--- config.mk ---
export PLATFORM = sky130hd
export DESIGN_NAME = cba_cell
export DESIGN_NICKNAME = d
export VERILOG_FILES = /design/src/rtl/cba_pkg.sv /design/src/rtl/cba_cell.sv
export SDC_FILE = /design/constraint.sdc
export NUM_CORES = 1
export LEC_CHECK = 0
export BUFFER_PORTS_ARGS = -buffer_cell sky130_fd_sc_hd__buf_2
export CAP_MARGIN = 10
export CORE_AREA = 2 2 251 253
export DETAILED_ROUTE_END_ITERATION = 6
export DIE_AREA = 0 0 253 255
export GPL_TIMING_DRIVEN = 0
export PLACE_DENSITY_LB_ADDON = 0.08
export SLEW_MARGIN = 20
export SYNTH_ARGS = -nofsm -noshare
export SYNTH_HDL_FRONTEND = slang
export SYNTH_SLANG_ARGS = --single-unit
--- constraint.sdc ---
create_clock -name clk -period 16.9 [get_ports clk]
set_input_delay 2.535 -clock clk [delete_from_list [all_inputs] [get_ports clk]]
set_output_delay 2.535 -clock clk [all_outputs]
set_load 0.02 [all_outputs]
--- src/rtl/cba_pkg.sv ---
package cba_pkg;
  localparam int MaxWidth  = 256;
  localparam int ActDepth  = 1024;
  localparam int KRows     = 7;
  localparam int KCols     = 6;
  localparam int KTaps     = KRows * KCols;
  localparam int AddrShift = 20;
  localparam int ColW      = $clog2(MaxWidth);
  localparam int ActW      = $clog2(ActDepth);
  localparam int AccW      = 40;

  localparam logic [1:0] MODE_PIXEL  = 2'd0;
  localparam logic [1:0] MODE_WEIGHT = 2'd1;
  localparam logic [1:0] MODE_TABLE  = 2'd2;

  localparam logic [1:0] CFG_WIDTH  = 2'd0;
  localparam logic [1:0] CFG_HEIGHT = 2'd1;
  localparam logic [1:0] CFG_BIAS   = 2'd2;

  typedef struct packed {
    logic [9:0]      row;
    logic [7:0]      col;
    logic            last;
  } tag_t;

  // stage sideband carried alongside the cell chain
  typedef struct packed {
    logic            vld;
    tag_t            tag;
  } ctl_t;
endpackage

--- src/rtl/cba_cell.sv ---
// One MAC cell of the systolic sum chain: adds one tap product to the partial
// sum handed in by its left neighbor. Product is registered before the add.
module cba_cell import cba_pkg::*; (
  input  logic                   clk,
  input  logic                   en,
  input  logic signed [15:0]     weight,
  input  logic signed [15:0]     pixel,
  input  logic signed [AccW-1:0] sum_in,
  output logic signed [AccW-1:0] sum_out
);
  logic signed [31:0]     prod_r;
  logic signed [AccW-1:0] sum_d_r;
  logic signed [AccW-1:0] sum_r;
  always_ff @(posedge clk) begin
    if (en) begin
      prod_r  <= weight * pixel;
      sum_d_r <= sum_in;
      sum_r   <= sum_d_r + AccW'(prod_r);
    end
  end
  assign sum_out = sum_r;
endmodule
# Word level (Yosys, flattened, before mapping)
# Cells that the tools add are included.
# Widths: inputs -> output; s select.
[op_classes]
n_bitwise = 0
n_lt_le_gt_ge = 0
n_mux = 0
mul = 1
div_mod_pow = 0
n_eq_ne = 0
reduce_logical = 0
shifts = 0
addsub = 1
[op_table]
columns = ["cell", "count"]
rows = [
  ["$add 40x32->40", 1],
  ["$mul 16x16->32", 1],
]
[word_totals]
romBits = 0
output_inout_bits = 40
latch_bits = 0
wordCells = 5
mem_bits_rw = 0
mem_count = 0
regBits = 112
inputBits = 74

# Logic depth before layout (Yosys ltp)
[depth]
ltp_word = 1
mapped_depth = 23

# Worst setup path before layout
# OpenSTA, ideal clock, no wires.
[synth_timing]
path_kind = "input-to-reg"
startpoint = "in weight[11]"
endpoint = "reg prod_r[31], data pin"
path_stages = 20
path_buffers = 1
slack_ps = 8717
setup_ps = 260
required_time_ps = 16640
t_arrival_ps = 7923
path_cell_list = "clkbuf_1 nand2_1 fa_1 fa_1 fa_1 inv_1 fa_1 fa_1 inv_1 fa_1 inv_1 ha_1 a21o_1 a21o_1 a2111o_1 a21oi_1 o211ai_1 a211o_1 a21oi_1 xnor2_1"
[synth_via]
elab_chain_cells = 1
[synth_rtl]
columns = ["item", "line_no", "text"]
rows = [
  ["start, declared", "cba_cell.sv:6", "input logic signed [15:0] weight,"],
  ["$mul 16x16->32", "cba_cell.sv:16", "prod_r <= weight * pixel;"],
  ["end signal, assigned", "cba_cell.sv:16", ""],
  ["end, declared", "cba_cell.sv:11", "logic signed [31:0] prod_r;"],
]
# Every way passes these cells.
# A chain may end at the register's enable or synchronous reset.

# Worst setup path after layout
[layout_timing]
startpoint = "in weight[8]"
endpoint = "reg prod_r[31], data pin"
# Same word-level chain as after synthesis.

==> qor.yml <==
crit_required_ns: 17.00
initialDrtViolationCount: 381
cts_tree: "done"
dieArea_um2: 64500
clk_pin_slew_ns: 0.08
synth_area_leader_cell: "fa_1"
synthArstFlopShare_pct: 0
start_util_pct: 24.6
setup-violations-final: 0
clkLatencyLatePin_ns: 0.37
cp_max_fo: 10
endpoint_kind: "flop"
final_cells: 2427
syn_nets: 1955
setup-tns-final_ns: 0
post-route-min-period_ns: 8.99
gp_congestion: 0.831
drv_slew: 0
max_freq_mhz: 111
synth_edf_count: 112
yosys_most_used_dff: "edfxtp_1"
hold_path_class: "reg2reg"
cts.htree.levels: 3
rows: 92
fin_crit_sh_pct: 53.2
utilization_pct: 27.7
place_inst: 2410
layout.nets: 2080
hold_violations: 0
overflow: 0
io_pins: 114
fill_cells: 6715
ant_nets: 0
ys_types: 57
worstSetupPathType: "in2reg"
viasPerCell: 4.24
synth_area_per_cell_um2: 10.2
syn-cell-area_um2: 15300
cts_setup_buffers: 0
coreArea_um2: 62200
status: "complete, no violations"
cts_buffers: 9
drc_errors: 0
ys_ff_latch: 112
hpwl_um: 36100
cts_hold_buffers: 0
ys_warn_count: 0
start_kind: "input pin"
tightest_slew_ns: 0.776
rsz0062_at_grt: "no"
firstDrtPassIters: 4
grt_pass1_vias: 11200
multi_input_comb_area_um2: 10700
drive_above_1_share_pct: 8.85
crit_chain: "buf_2 -> clkbuf_1 -> nand2_1 -> fa_1 -> fa_1 -> fa_1 -> fa_1 -> inv_1 -> fa_1 -> inv_1 -> fa_1 -> inv_1 -> ha_1 -> a21o_1 -> a21o_1 -> a2111o_1 -> a21oi_1 -> o211ai_1 -> a211o_1 -> a21oi_1 -> xnor2_1"
seq_area_frac_synth_pct: 22.0
critPathMaxStageDelay_ns: 0.55
clock-sinks: 112
cp_data_arrival_time_ns: 9.10
grt_pass1_wl_um: 66200
die-width_um: 253
crit_slowest_cell: "clkbuf_1"
grt_usage_pct: 13.5
grt_max_degree: 65
antenna_found_initial: 1
skew_ns: 0.0125
port_buffers: 113
maxCapViolations: 0
seqCellArea_um2: 3360
yosysTopAreaCellShare_pct: 34.4
vias: 10300
wl_um: 42100
die_y_um: 255
crit_path_frequent_cell: "fa_1"
wl_per_cell_um: 17.4
cts_resized: 0
syn_inst: 1497
clockBufferDepth: 2
relSlewSlack_pct: 48.2
root_buffer: "clkbuf_16"
synth_area_leaders: "fa_1 (34%), edfxtp_1 (22%), ha_1 (9.9%), inv_1 (7.3%), and2_1 (5.1%)"
syn_to_final_growth_pct: 12.5
[synthesized netlist by cell type, types with 2 or more instances]
master / count
and3_1: 7
clkbuf_1: 44
o31ai_1: 4
nor3_1: 16
a31oi_1: 6
a31o_2: 2
ha_1: 121
nand2b_1: 8
edfxtp_1: 112
o21a_1: 6
nand2_1: 150
a211oi_2: 3
o22ai_1: 2
o21ai_0: 26
inv_1: 298
nor2_1: 48
a21o_1: 37
a311oi_1: 3
xor2_1: 21
a21oi_1: 58
nor3b_1: 2
nor2b_1: 5
a211o_1: 2
xnor2_1: 50
and2_1: 125
fa_1: 263
or3_1: 3
o21bai_1: 9
a211oi_1: 5
o211ai_1: 8
a2111oi_0: 3
a221oi_1: 2
nand4_1: 13
or2_2: 2
nand3_1: 11
[layer usage]
layer / track usage, % / share of wire (%) / vias up
li1: - / - / 4998
met1: 20.2 / 52 / 5135
met2: 21.4 / 44 / 142
met3: 1.27 / 3.0 / 16
met4: 2.33 / 0.83 / 0
met5: 0 / 0 / -
[layout make-up]
type,instances,area share (%)
Tap cell,799,5.81
Clock inverter,6,0.443
Inverter,298,6.50
Antenna cell,1,0.0145
Buffer,44,0.959
Clock buffer,10,1.33
Sequential cell,112,19.5
Multi-Input combinational cell,1043,61.9
Timing Repair Buffer,114,3.48
[sequential cells by signal, indices dropped and copies added, names as in the netlist]
signal,flops
prod_r,32
sum_d_r,40
sum_out,40
[path summary, 6_finish.rpt]
path                                               to  depth (start not counted)                  from  slack [ns]
worst min register to register   sum_out[0]$_DFFE_PP_                          1  sum_d_r[0]$_DFFE_PP_        0.54
worst min-delay path             sum_out[0]$_DFFE_PP_                          1  sum_d_r[0]$_DFFE_PP_        0.54
worst max-delay path             prod_r[31]$_DFFE_PP_                         21             weight[8]        7.91
worst max register to register  sum_out[38]$_DFFE_PP_                         11   prod_r[0]$_DFFE_PP_       13.55
[per-stage QoR]
step	cell area [um^2]	hold slack (ns)	setup WS [ns]
3_3_place_gp	16900	0.518	7.35
4_1_cts	17200	0.548	7.83
2_1_floorplan	15300	0.513	8.72
3_5_place_dp	16900	0.528	7.44
5_1_grt	17200	0.580	7.48
6_report	17200	0.540	7.91
[cells in the final DEF (no fill, tap or decap), drive strengths merged, types with 7 or more instances in the layout]
cell,n
a211oi,8
a21o,37
a21oi,59
and2,126
and3,7
buf,114
clkbuf,54
edfxtp,112
fa,263
ha,121
inv,301
nand2,150
nand2b,8
nand3,11
nand4,13
nor2,48
nor3,16
o211ai,8
o21ai,28
o21bai,9
xnor2,50
xor2,21
[cell families (layout without fill, tap and decap cells)]
family | after synthesis | after routing | synth area share, %
AOI/OAI and AO/OA | 189 | 189 | 8.31
and+or+nand+nor | 398 | 398 | 13.0
xor gates and xnor gates | 71 | 71 | 4.06
muxes | 1 | 1 | 0.0654
other | 0 | 1 | 0
DFF | 112 | 112 | 22.0
buffers and inverters | 342 | 472 | 8.38
adders and majority gates | 384 | 384 | 44.3
[worst max-delay path: cells and delay by family]
kind | cells | cell delay [ns]
and+or+nand+nor | 1 | 0.16
buffers and inverters | 5 | 0.96
adders and majority gates | 7 | 3.36
AOI/OAI and AO/OA | 7 | 2.00
xor gates and xnor gates | 1 | 0.10
Power is not shown: default switching activity piles up to over one toggle a cycle in this logic, so the estimate is an artifact.
